$ cat src/design/bcr_pkg.sv
package bcr_pkg;

  // Sample format: signed Q1.(SAMPLE_W-1)
  localparam int unsigned SAMPLE_W  = 16;

  // Register field widths
  localparam int unsigned FACTOR_W  = 13;
  localparam int unsigned SCALE_W   = 24;
  localparam int unsigned INV_W     = 17;
  localparam int unsigned GAIN_W    = 12;

  // Decimator limits, unsigned Q5.8
  localparam logic [FACTOR_W-1:0] FACTOR_MIN = FACTOR_W'(256);
  localparam logic [FACTOR_W-1:0] FACTOR_MAX = FACTOR_W'(4096);
  localparam logic [FACTOR_W-1:0] COUNT_STEP = FACTOR_W'(256);

  // Shared multiplier: signed MUL_W x signed MUL_W
  localparam int unsigned MUL_W     = SCALE_W + 1;
  localparam int unsigned PROD_W    = 2 * MUL_W;

  // Reduce stage: q = (s * scale) >>> RED_SHIFT, then (q * inv) >>> RED_POST
  localparam int unsigned RED_SHIFT = SAMPLE_W + 7;
  localparam int unsigned Q_W       = SAMPLE_W + 1;
  localparam int unsigned RED_POST  = 17 - SAMPLE_W;
  localparam int unsigned CLIP_SHIFT = 8;

  localparam logic signed [PROD_W-1:0] SAT_HI = (PROD_W'(1) << (SAMPLE_W - 1)) - PROD_W'(1);
  localparam logic signed [PROD_W-1:0] SAT_LO = -(PROD_W'(1) << (SAMPLE_W - 1));

  // Register map indexes
  typedef enum logic [2:0] {
    REG_ENABLE    = 3'd0,
    REG_FACTOR    = 3'd1,
    REG_REDUCE_ON = 3'd2,
    REG_SCALE     = 3'd3,
    REG_INVERSE   = 3'd4,
    REG_CLIP_ON   = 3'd5,
    REG_GAIN      = 3'd6,
    REG_NONE      = 3'd7
  } bcr_reg_e;

  typedef struct packed {
    logic                enable;
    logic [FACTOR_W-1:0] decimate_factor;
    logic                reduce_on;
    logic [SCALE_W-1:0]  reduce_scale;
    logic [INV_W-1:0]    reduce_inverse;
    logic                clip_on;
    logic [GAIN_W-1:0]   clip_gain;
  } bcr_cfg_t;

  // One queued item: bypass marks a pass-through sample
  typedef struct packed {
    logic                       bypass;
    logic signed [SAMPLE_W-1:0] sample;
  } bcr_item_t;

  function automatic logic signed [SAMPLE_W-1:0] sat_sample(
    input logic signed [PROD_W-1:0] v
  );
    logic signed [SAMPLE_W-1:0] r;
    if (v > SAT_HI) begin
      r = SAT_HI[SAMPLE_W-1:0];
    end else if (v < SAT_LO) begin
      r = SAT_LO[SAMPLE_W-1:0];
    end else begin
      r = v[SAMPLE_W-1:0];
    end
    return r;
  endfunction

endpackage

$ cat src/design/bcr_front.sv
module bcr_front
  import bcr_pkg::*;
(
  input  logic                       clk_i,
  input  logic                       rst_ni,
  input  bcr_cfg_t                   cfg_i,
  input  logic                       in_valid_i,
  output logic                       in_ready_o,
  input  logic signed [SAMPLE_W-1:0] in_sample_i,
  input  logic                       q_full_i,
  output logic                       q_push_o,
  output bcr_item_t                  q_item_o
);

  logic [FACTOR_W-1:0]        count_q, count_d;
  logic signed [SAMPLE_W-1:0] held_q, held_d;
  logic [FACTOR_W-1:0]        factor;
  logic [FACTOR_W-1:0]        count_inc;
  logic                       capture;

  assign in_ready_o = !q_full_i;
  assign q_push_o   = in_valid_i && !q_full_i;

  always_comb begin
    priority if (cfg_i.decimate_factor < FACTOR_MIN) begin
      factor = FACTOR_MIN;
    end else if (cfg_i.decimate_factor > FACTOR_MAX) begin
      factor = FACTOR_MAX;
    end else begin
      factor = cfg_i.decimate_factor;
    end
  end

  assign count_inc = count_q + COUNT_STEP;
  assign capture   = (count_inc >= factor);

  always_comb begin
    count_d         = count_q;
    held_d          = held_q;
    q_item_o.bypass = !cfg_i.enable;
    q_item_o.sample = in_sample_i;
    if (cfg_i.enable) begin
      // one subtraction per sample, even if the count stays above the factor
      count_d = capture ? (count_inc - factor) : count_inc;
      held_d  = capture ? in_sample_i : held_q;
      q_item_o.sample = held_d;
    end
  end

  always_ff @(posedge clk_i or negedge rst_ni) begin
    if (!rst_ni) begin
      count_q <= '0;
      held_q  <= '0;
    end else if (q_push_o) begin
      count_q <= count_d;
      held_q  <= held_d;
    end
  end

endmodule

$ cat src/design/bcr_fifo.sv
module bcr_fifo
  import bcr_pkg::*;
(
  input  logic      clk_i,
  input  logic      rst_ni,
  input  logic      push_i,
  input  bcr_item_t item_i,
  output logic      full_o,
  input  logic      pop_i,
  output logic      empty_o,
  output bcr_item_t item_o
);

  localparam int unsigned DEPTH = 2;

  bcr_item_t  mem_q [DEPTH];
  logic       wr_ptr_q, rd_ptr_q;
  logic [1:0] count_q;

  assign full_o  = (count_q == 2'(DEPTH));
  assign empty_o = (count_q == 2'd0);
  assign item_o  = mem_q[rd_ptr_q];

  always_ff @(posedge clk_i) begin
    if (push_i) begin
      mem_q[wr_ptr_q] <= item_i;
    end
  end

  always_ff @(posedge clk_i or negedge rst_ni) begin
    if (!rst_ni) begin
      wr_ptr_q <= 1'b0;
      rd_ptr_q <= 1'b0;
      count_q  <= 2'd0;
    end else begin
      if (push_i) begin
        wr_ptr_q <= !wr_ptr_q;
      end
      if (pop_i) begin
        rd_ptr_q <= !rd_ptr_q;
      end
      unique case ({push_i, pop_i})
        2'b10:   count_q <= count_q + 2'd1;
        2'b01:   count_q <= count_q - 2'd1;
        default: count_q <= count_q;
      endcase
    end
  end

endmodule

$ cat src/design/bcr_back.sv
module bcr_back
  import bcr_pkg::*;
(
  input  logic                       clk_i,
  input  logic                       rst_ni,
  input  bcr_cfg_t                   cfg_i,
  input  logic                       q_empty_i,
  input  bcr_item_t                  q_item_i,
  output logic                       q_pop_o,
  output logic                       out_valid_o,
  input  logic                       out_ready_i,
  output logic signed [SAMPLE_W-1:0] out_sample_o
);

  typedef enum logic [6:0] {
    ST_IDLE = 7'b0000001,
    ST_MUL1 = 7'b0000010,
    ST_MUL2 = 7'b0000100,
    ST_RSAT = 7'b0001000,
    ST_MUL3 = 7'b0010000,
    ST_CSAT = 7'b0100000,
    ST_DONE = 7'b1000000
  } bcr_state_e;

  bcr_state_e                 state_q, state_d;
  logic signed [SAMPLE_W-1:0] v_q, v_d;
  logic signed [PROD_W-1:0]   prod_q;
  logic signed [MUL_W-1:0]    mul_a, mul_b;
  logic signed [PROD_W-1:0]   mul_p;
  logic signed [Q_W-1:0]      quant;
  logic                       out_valid_q;
  logic signed [SAMPLE_W-1:0] out_q;
  logic                       out_free;
  logic                       load_out;

  assign quant    = prod_q[RED_SHIFT+Q_W-1:RED_SHIFT];
  assign out_free = !out_valid_q || out_ready_i;
  assign q_pop_o  = (state_q == ST_IDLE) && !q_empty_i;
  assign load_out = (state_q == ST_DONE) && out_free;

  // Shared multiplier operand select
  always_comb begin
    mul_a = MUL_W'(v_q);
    mul_b = $signed({1'b0, cfg_i.reduce_scale});
    unique case (state_q)
      ST_MUL2: begin
        mul_a = MUL_W'(quant);
        mul_b = $signed(MUL_W'(cfg_i.reduce_inverse));
      end
      ST_MUL3: begin
        mul_b = $signed(MUL_W'(cfg_i.clip_gain));
      end
      default: begin
        mul_a = MUL_W'(v_q);
        mul_b = $signed({1'b0, cfg_i.reduce_scale});
      end
    endcase
  end

  assign mul_p = mul_a * mul_b;

  always_comb begin
    state_d = state_q;
    v_d     = v_q;
    unique case (state_q)
      ST_IDLE: begin
        if (!q_empty_i) begin
          v_d = q_item_i.sample;
          priority if (q_item_i.bypass) begin
            state_d = ST_DONE;
          end else if (cfg_i.reduce_on) begin
            state_d = ST_MUL1;
          end else if (cfg_i.clip_on) begin
            state_d = ST_MUL3;
          end else begin
            state_d = ST_DONE;
          end
        end
      end
      ST_MUL1: state_d = ST_MUL2;
      ST_MUL2: state_d = ST_RSAT;
      ST_RSAT: begin
        v_d     = sat_sample(prod_q >>> RED_POST);
        state_d = cfg_i.clip_on ? ST_MUL3 : ST_DONE;
      end
      ST_MUL3: state_d = ST_CSAT;
      ST_CSAT: begin
        v_d     = sat_sample(prod_q >>> CLIP_SHIFT);
        state_d = ST_DONE;
      end
      ST_DONE: begin
        if (out_free) begin
          state_d = ST_IDLE;
        end
      end
      default: state_d = ST_IDLE;
    endcase
  end

  always_ff @(posedge clk_i) begin
    v_q <= v_d;
    if (state_q == ST_MUL1 || state_q == ST_MUL2 || state_q == ST_MUL3) begin
      prod_q <= mul_p;
    end
    if (load_out) begin
      out_q <= v_q;
    end
  end

  always_ff @(posedge clk_i or negedge rst_ni) begin
    if (!rst_ni) begin
      state_q     <= ST_IDLE;
      out_valid_q <= 1'b0;
    end else begin
      state_q <= state_d;
      if (load_out) begin
        out_valid_q <= 1'b1;
      end else if (out_ready_i) begin
        out_valid_q <= 1'b0;
      end
    end
  end

  assign out_valid_o  = out_valid_q;
  assign out_sample_o = out_q;

endmodule

$ cat src/design/audio_bitcrusher.sv
// Audio bitcrusher: sample-rate and bit-depth reducer with drive clipping.
//
// Input stream (s_axis_*) carries one signed Q1.15 sample per item; the
// output stream (m_axis_*) returns exactly one processed sample per item,
// in order. Configuration goes through the APB-style port; write registers
// only while no item is in flight.
//
// The front end runs the sample-and-hold decimator as each item is taken and
// drops the result into a two-entry queue. The back end drains the queue
// through one shared 25x25 multiplier: reduce takes two products, clip one,
// each followed by a shift-and-saturate step.
// With both stages off or the block disabled, an item goes from the queue
// through the idle and done states into the output register; reduce adds
// the MUL1, MUL2 and RSAT states, clip the MUL3 and CSAT states. The back
// end pops a new item only after loading its last one for output, which
// sets the sustained rate. Reset clears the hold counter, the held sample,
// the queue and the output valid flag, and loads the register defaults.
// When the receiver stalls, the output register holds its item, the back
// end waits, the queue fills and s_axis_tready falls.
module audio_bitcrusher
  import bcr_pkg::*;
(
  input  logic                clk_i,
  input  logic                rst_ni,
  // input stream
  input  logic                s_axis_tvalid,
  output logic                s_axis_tready,
  input  logic [15:0]         s_axis_tdata,   // [15:0] sample_in
  // output stream
  output logic                m_axis_tvalid,
  input  logic                m_axis_tready,
  output logic [15:0]         m_axis_tdata,   // [15:0] sample_out
  // configuration
  input  logic                psel,
  input  logic                penable,
  input  logic                pwrite,
  input  logic [4:0]          paddr,
  input  logic [31:0]         pwdata,
  output logic [31:0]         prdata,
  output logic                pready
);

  bcr_cfg_t  cfg_q;
  bcr_reg_e  reg_idx;
  logic      cfg_we;

  bcr_item_t front_item, queue_item;
  logic      q_push, q_pop, q_full, q_empty;
  logic signed [SAMPLE_W-1:0] out_sample;

  // Register file: index by word address, ignore writes past the list
  assign pready  = 1'b1;
  assign reg_idx = bcr_reg_e'(paddr[4:2]);
  assign cfg_we  = psel && penable && pwrite;

  always_ff @(posedge clk_i or negedge rst_ni) begin
    if (!rst_ni) begin
      cfg_q.enable          <= 1'b1;
      cfg_q.decimate_factor <= FACTOR_W'(256);
      cfg_q.reduce_on       <= 1'b0;
      cfg_q.reduce_scale    <= SCALE_W'(8388608);
      cfg_q.reduce_inverse  <= INV_W'(2);
      cfg_q.clip_on         <= 1'b0;
      cfg_q.clip_gain       <= GAIN_W'(256);
    end else if (cfg_we) begin
      unique case (reg_idx)
        REG_ENABLE:    cfg_q.enable          <= pwdata[0];
        REG_FACTOR:    cfg_q.decimate_factor <= pwdata[FACTOR_W-1:0];
        REG_REDUCE_ON: cfg_q.reduce_on       <= pwdata[0];
        REG_SCALE:     cfg_q.reduce_scale    <= pwdata[SCALE_W-1:0];
        REG_INVERSE:   cfg_q.reduce_inverse  <= pwdata[INV_W-1:0];
        REG_CLIP_ON:   cfg_q.clip_on         <= pwdata[0];
        REG_GAIN:      cfg_q.clip_gain       <= pwdata[GAIN_W-1:0];
        default:       cfg_q                 <= cfg_q;
      endcase
    end
  end

  // Read back, zero-extended
  always_comb begin
    unique case (reg_idx)
      REG_ENABLE:    prdata = 32'(cfg_q.enable);
      REG_FACTOR:    prdata = 32'(cfg_q.decimate_factor);
      REG_REDUCE_ON: prdata = 32'(cfg_q.reduce_on);
      REG_SCALE:     prdata = 32'(cfg_q.reduce_scale);
      REG_INVERSE:   prdata = 32'(cfg_q.reduce_inverse);
      REG_CLIP_ON:   prdata = 32'(cfg_q.clip_on);
      REG_GAIN:      prdata = 32'(cfg_q.clip_gain);
      default:       prdata = '0;
    endcase
  end

  // Front end: accept, run the decimator, queue the item
  bcr_front u_front (
    .clk_i       (clk_i),
    .rst_ni      (rst_ni),
    .cfg_i       (cfg_q),
    .in_valid_i  (s_axis_tvalid),
    .in_ready_o  (s_axis_tready),
    .in_sample_i ($signed(s_axis_tdata)),
    .q_full_i    (q_full),
    .q_push_o    (q_push),
    .q_item_o    (front_item)
  );

  // Decouple front from back so each can stall on its own
  bcr_fifo u_fifo (
    .clk_i   (clk_i),
    .rst_ni  (rst_ni),
    .push_i  (q_push),
    .item_i  (front_item),
    .full_o  (q_full),
    .pop_i   (q_pop),
    .empty_o (q_empty),
    .item_o  (queue_item)
  );

  // Back end: reduce and clip on the shared multiplier, hold the result
  bcr_back u_back (
    .clk_i        (clk_i),
    .rst_ni       (rst_ni),
    .cfg_i        (cfg_q),
    .q_empty_i    (q_empty),
    .q_item_i     (queue_item),
    .q_pop_o      (q_pop),
    .out_valid_o  (m_axis_tvalid),
    .out_ready_i  (m_axis_tready),
    .out_sample_o (out_sample)
  );

  assign m_axis_tdata = out_sample;

endmodule
$ cat config.mk
export PLATFORM = sky130hd
export DESIGN_NAME = audio_bitcrusher
export DESIGN_NICKNAME = d
export VERILOG_FILES = /design/src/design/bcr_pkg.sv /design/src/design/bcr_front.sv /design/src/design/bcr_fifo.sv /design/src/design/bcr_back.sv /design/src/design/audio_bitcrusher.sv
export SDC_FILE = /design/constraint.sdc
export NUM_CORES = 2
export LEC_CHECK = 0
export BUFFER_PORTS_ARGS = -buffer_cell sky130_fd_sc_hd__clkbuf_2
export CORE_MARGIN = 2
export CORE_UTILIZATION = 59
export DETAILED_ROUTE_END_ITERATION = 8
export PLACE_DENSITY = 0.83
export SYNTH_ARGS = -nofsm -noshare
export SYNTH_HDL_FRONTEND = slang
export SYNTH_HIERARCHICAL = 1
export SYNTH_SLANG_ARGS = --single-unit
$ cat constraint.sdc
create_clock -name clk_i -period 8.9 [get_ports clk_i]
set_input_delay 0 -clock clk_i [delete_from_list [all_inputs] [get_ports clk_i]]
set_output_delay 0 -clock clk_i [all_outputs]
set_load 0.1 [all_outputs]
# Word level (Yosys, flattened, before mapping)
# Memory sizes are Yosys's and may differ from the RTL's.
# Index checks and enable logic that the tools add are counted.
[classes]
mul = 1
n_lt_le_gt_ge = 7
n_reduce_logical = 29
n_addsub = 4
n_mux = 25
eq_ne = 18
[ops]
columns = ["op", "n"]
rows = [
  ["$pmux W24 S7", 1],
  ["$mux W16", 7],
  ["$mul A25 B25 Y50", 1],
  ["$gt A49 B16 Y1 const B", 1],
  ["$lt A49 B16 Y1 const B", 1],
  ["$pmux W7 S7", 1],
  ["$pmux W16 S3", 1],
  ["$pmux W24 S2", 1],
  ["$gt A42 B16 Y1 const B", 1],
  ["$lt A42 B16 Y1 const B", 1],
  ["$mux W13", 3],
  ["$mux W7", 5],
  ["$mux W25", 1],
  ["$reduce_and A2 Y1", 10],
  ["$add A13 B9 Y13 const B", 1],
  ["$ge A13 B13 Y1", 1],
  ["$gt A13 B13 Y1 const B", 1],
  ["$lt A13 B9 Y1 const B", 1],
  ["$sub A13 B13 Y13", 1],
  ["$eq A3 B3 Y1 const B", 3],
  ["$eq A7 B1 Y1 const B", 1],
  ["$eq A7 B2 Y1 const B", 1],
  ["$eq A7 B3 Y1 const B", 1],
  ["$eq A7 B4 Y1 const B", 1],
  ["other kinds (20)", 37],
]
[totals]
ff_bits = 192
n_memories = 1
inputBits = 60
elab_cells = 102
output_inout_bits = 51
ramBits = 34
[memory_table]
columns = ["memory", "depth", "width", "rd", "rd_ports_with_merged_regs", "wr", "line", "text"]
rows = [
  ["u_fifo.mem_q", 2, 17, 1, 0, 1, "bcr_fifo.sv:16", "bcr_item_t mem_q [DEPTH];"],
]

# Longest topological paths before layout
[depth]
depth_word = 6
depth_mapped = 33
depth_no_buf = 29

# Hierarchy
# Netlist, hierarchy kept.
[by_module_without_submodules]
columns = ["module", "area_each_um2", "seq_area_each_um2", "instances", "cells_per_inst"]
rows = [
  ["bcr_back", 21334.2, 2633.8, 1, 2312],
  ["audio_bitcrusher", 3244.4, 1732.9, 1, 234],
  ["bcr_front", 2334.7, 725.7, 1, 230],
  ["bcr_fifo", 1461.4, 1121.1, 1, 69],
]

# Least setup slack after synthesis
# No wires, ideal clock.
[synth_timing]
path_kind = "reg-to-reg"
start = "register u_back.state_q[5]"
end = "register u_back.prod_q[45] (data pin)"
setup_time_ns = 0.262
arrival_time_ns = 8.348
setup_slack_ns = 0.290
path_buffers = 4
required_ns = 8.638
path_stages_with_launch = 32
synth_period_minus_slack_ns = 8.610
cell_sequence = "dfrtp_1 > nor4_2 > nand2b_1 > buf_2 > nor3b_4 > nor2b_1 > a21oi_2 > buf_2 > nor2_1 > fa_1 > inv_1 > fa_1 > inv_1 > fa_1 > clkbuf_1 > inv_1 > fa_1 > fa_1 > inv_1 > fa_1 > inv_1 > fa_1 > inv_1 > ha_1 > clkbuf_1 > and3_1 > nand2_1 > o22ai_1 > o21ai_0 > a21boi_0 > a211oi_1 > xnor2_1"
[synth_via]
elab_chain_cells = 3
elab_cells_between_ends = 5
cone_classes = "1 x mul; 2 x eq/ne; 2 x mux"
[synth_lines]
columns = ["element", "line", "text"]
rows = [
  ["from (decl)", "bcr_back.sv:25", "bcr_state_e state_q, state_d;"],
  ["from (signal assigned)", "bcr_back.sv:115", "state_q <= state_d;"],
  ["$eq A7 B5 Y1 / $eq A7 B3 Y1 (equally long branches)", "bcr_back.sv:45", "unique case (state_q)"],
  ["$pmux W24 S2 / $mux W25 (equally long branches)", "bcr_back.sv:45", ""],
  ["$mul A25 B25 Y50 *", "bcr_back.sv:60", "assign mul_p = mul_a * mul_b;"],
  ["named net u_back.mul_p[45]", "bcr_back.sv:29", "logic signed [PROD_W-1:0] mul_p;"],
  ["to (signal assigned)", "bcr_back.sv:103", "prod_q <= mul_p;"],
  ["to (decl)", "bcr_back.sv:27", "logic signed [PROD_W-1:0] prod_q;"],
]
# The timed path passes the listed nets; every way through them passes the cells marked *.
# A chain may end at the register's enable or synchronous reset.

# Worst setup path after layout
[layout_timing]
start = "register u_back.state_q[5]"
end = "register u_back.prod_q[44] (data pin)"
# Same word-level chain as after synthesis.

==> results by group <==
Worst setup path
  • CP Capture Type: flip-flop
  • CP max stage delay: 550 ps
  • Most used cell, CP: fa_1
  • Crit-path slowest cell: fa_1
  • Worst Path Class, Setup: reg -> reg
  • CP Max Fanout: 25
  • CP Launch Type: flip-flop
  • Worst EP arrival: around 9000 ps
  • CP required: about 9000 ps

Clock network
  • CTS buffer count: 23
  • Sink Count: 225
  • Worst-path clk slew: around 70 ps
  • H-tree depth: 1
  • Max Root-Sink Buffers: 3
  • CTS tree: built
  • Root buffer cell: clkbuf_16
  • Worst skew pair latency: between 500 and 600 ps

Logic synthesis
  • Compound-Gate Fraction of Synth Area: under 10%
  • Post-synth EDFFs: ~120
  • #FFs+latches synth: 225
  • Synth Area in XOR/XNOR: 2.10%
  • Mux contribution to synthesized area: 6.74%
  • Mean area per synthesized cell: between 9 and 10 um2
  • Synth cell count leaders: 566 x inv_1, 465 x fa_1, 310 x nor2_1, 228 x nand2_1, 147 x ha_1
  • Synthesized area: ~28,000 um2
  • Synth area leader: fa_1
  • Syn Inst Count: approximately 2,800
  • Yosys cell types: 91
  • Main area contributors after synthesis: fa_1 33%, edfxtp_1 12%, dfrtp_1 9.2%, inv_1 7.5%, ha_1 6.5%
  • Main synth FF type: edfxtp_1
  • Main combinational cell family by area after synthesis: adder cells
  • Post-synthesis sequential area ratio: a little over a fifth
  • Most frequent cell after synthesis: inv_1
  • Synth Warn #: 6
  • Ys async rst share: about half
  • Simple-Gate Fraction of Synth Area: between 10% and 20%
  • Post-Synth Adder-Cell Area: between 30 and 40%
  • Yosys top cell area share: about 33%

Route
  • Final wirelength: between 80 and 90 mm
  • Vias per cell: 6.01
  • WL/cell: about 22 um
  • DRC: 0
  • DRT antenna net count: 0
  • DRT Pass-1 Iters: 6
  • DR iter-0 viols: roughly 2,300
  • Vias after detailed routing: approximately 22,000

Timing
  • Fmax: 115 MHz
  • RSZ-0062 raised after global routing: yes
  • Worst Hold Margin: just under 40 ps
  • Max-slew violations: 0
  • Final Cycle Share: 97.3%
  • Final setup vio count: 0
  • Minimum clock period: a little under 9000 ps
  • Worst-Margin Slew: 1300 ps
  • Worst relative slew slack: roughly an eighth
  • Hold Fails Final Rpt: 0
  • Fin Clk Skew: roughly 14 ps

Die
  • Top Ports: ~110
  • Starting density of the core: approximately 60%
  • Row count: 80
  • Core ar.: 47,600 um2
  • Die X: 223 um
  • Die Y: around 220 um
  • Die area: ~50,000 um2

GRT
  • Total track usage: 32.6%
  • First-pass GRT wire length: between 100 and 150 mm
  • Vias in the first global route: about 22,000
  • Initial antenna violation count: 5
  • GRT Residual Overflow: 0
  • Largest net degree at the start of global routing: 75

Finish
  • Layout cell share with drive strength beyond 1: a little over an eighth
  • Finished Cell Area: about 31,000 um2
  • Area growth from synthesis to layout: 10.1%
  • Final core occ: between 60% and 70%
  • Final net count: approximately 3,700

Place
  • Instance area at placement: 29,900 um2
  • GP Congestion: about 1
  • Port Buf Inserts: just over 90
  • Post-DP HPWL: 62.9 mm

Run
  • Maximum capacitance violations: 0

Hold path
  • Worst Hold Class: in -> reg

Status
  • Status: completed
critical path, delay by kind of cell (launching register included):
kind / cells / cell delay, ps
AND/OR/NAND/NOR: 5 / 1110
AO/OA/AOI/OAI: 6 / 1210
adder cells (fa/ha/maj): 8 / 4030
XOR/XNOR: 1 / 160
flip-flops: 1 / 420
multiplexers: 1 / 340
buffers and inverters: 8 / 1100
cell usage in the layout, fill, tap and decap left out, types with 54 or more instances in the layout:
cell type and count:
inv_1 564, fa_1 463, nor2_1 306, nand2_1 227, ha_1 146, edfxtp_1 115
a21oi_1 108, dfrtp_1 104, buf_4 91, clkbuf_2 90, mux2_2 85, o21ai_0 54
per-stage QoR:
stage                     setup TNS [ps]  setup WS, ps  std cells
after floorplan                        0           290       2852
after global placement                 0           260       3539
after detailed placement               0          54.9       3539
after CTS                              0          14.6       3627
after global routing               -43.3         -34.4       3632
final                                  0           241       3634
layer usage:
metal	vias to the layer above	track usage, %	part of all wire, %
met1	10875	43.1	37
met3	277	8.76	12
met4	2	13.5	4.8
met2	1306	51.4	46
met5	-	0	0.057
li1	9364	-	-
layout make-up:
type	instances	area, um2
antenna	3	7.51
clock buffer	29	641
clock inverter	13	111
fill	3582	16400
inverter	566	2130
multi-input combinational	1940	19500
sequential	225	6210
tap	615	769
timing repair buffer	243	1900
registers in the layout, summed over array words and instances, names as in the netlist:
| register | count |
|---|---|
| cfg_q | 69 |
| u_back/out_sample_o | 16 |
| u_back/out_valid_o | 1 |
| u_back/prod_q | 49 |
| u_back/state_q | 7 |
| u_back/v_q | 16 |
| u_fifo/count_q | 2 |
| u_fifo/mem_q | 34 |
| u_fifo/rd_ptr_q | 1 |
| u_fifo/wr_ptr_q | 1 |
| u_front/count_q | 13 |
| u_front/held_q | 16 |
path summary, 6_finish.rpt:
kind / cells after the start / slack [ps] / end / startpoint
min in group asynchronous: 3 / 530 / u_back/state_q[0]$_DFFE_PN1P_ / rst_ni
min reg2reg: 1 / 500 / u_fifo/wr_ptr_q$_DFFE_PN0P_ / u_fifo/wr_ptr_q$_DFFE_PN0P_
max in group asynchronous: 4 / 7420 / cfg_q[46]$_DFFE_PN0P_ / rst_ni
max: 29 / 240 / u_back/prod_q[44]$_DFFE_PP_ / u_back/state_q[5]$_DFFE_PN0P_
min: 3 / 40 / cfg_q[68]$_DFFE_PN1P_ / paddr[4]
max reg2reg: 29 / 240 / u_back/prod_q[44]$_DFFE_PP_ / u_back/state_q[5]$_DFFE_PN0P_
cells by family after synthesis:
logic type	count (synthesis)
other	2
buffers and inverters	687
AND/OR/NAND/NOR	735
flip-flops	225
AO/OA/AOI/OAI	346
XOR/XNOR	68
adder cells (fa/ha/maj)	621
multiplexers	161
repair_timing:
action	in CTS	in global routing
pin swaps	0	4
resized for setup	1	24
setup buffers	0	3
endpoints found under the setup margin	1	15
hold endpoints to repair	157	0
hold buffers	46	0
Power is left out: the tool's default activity adds up to more than one toggle a clock period on the data nets, which glitch-free logic cannot reach.
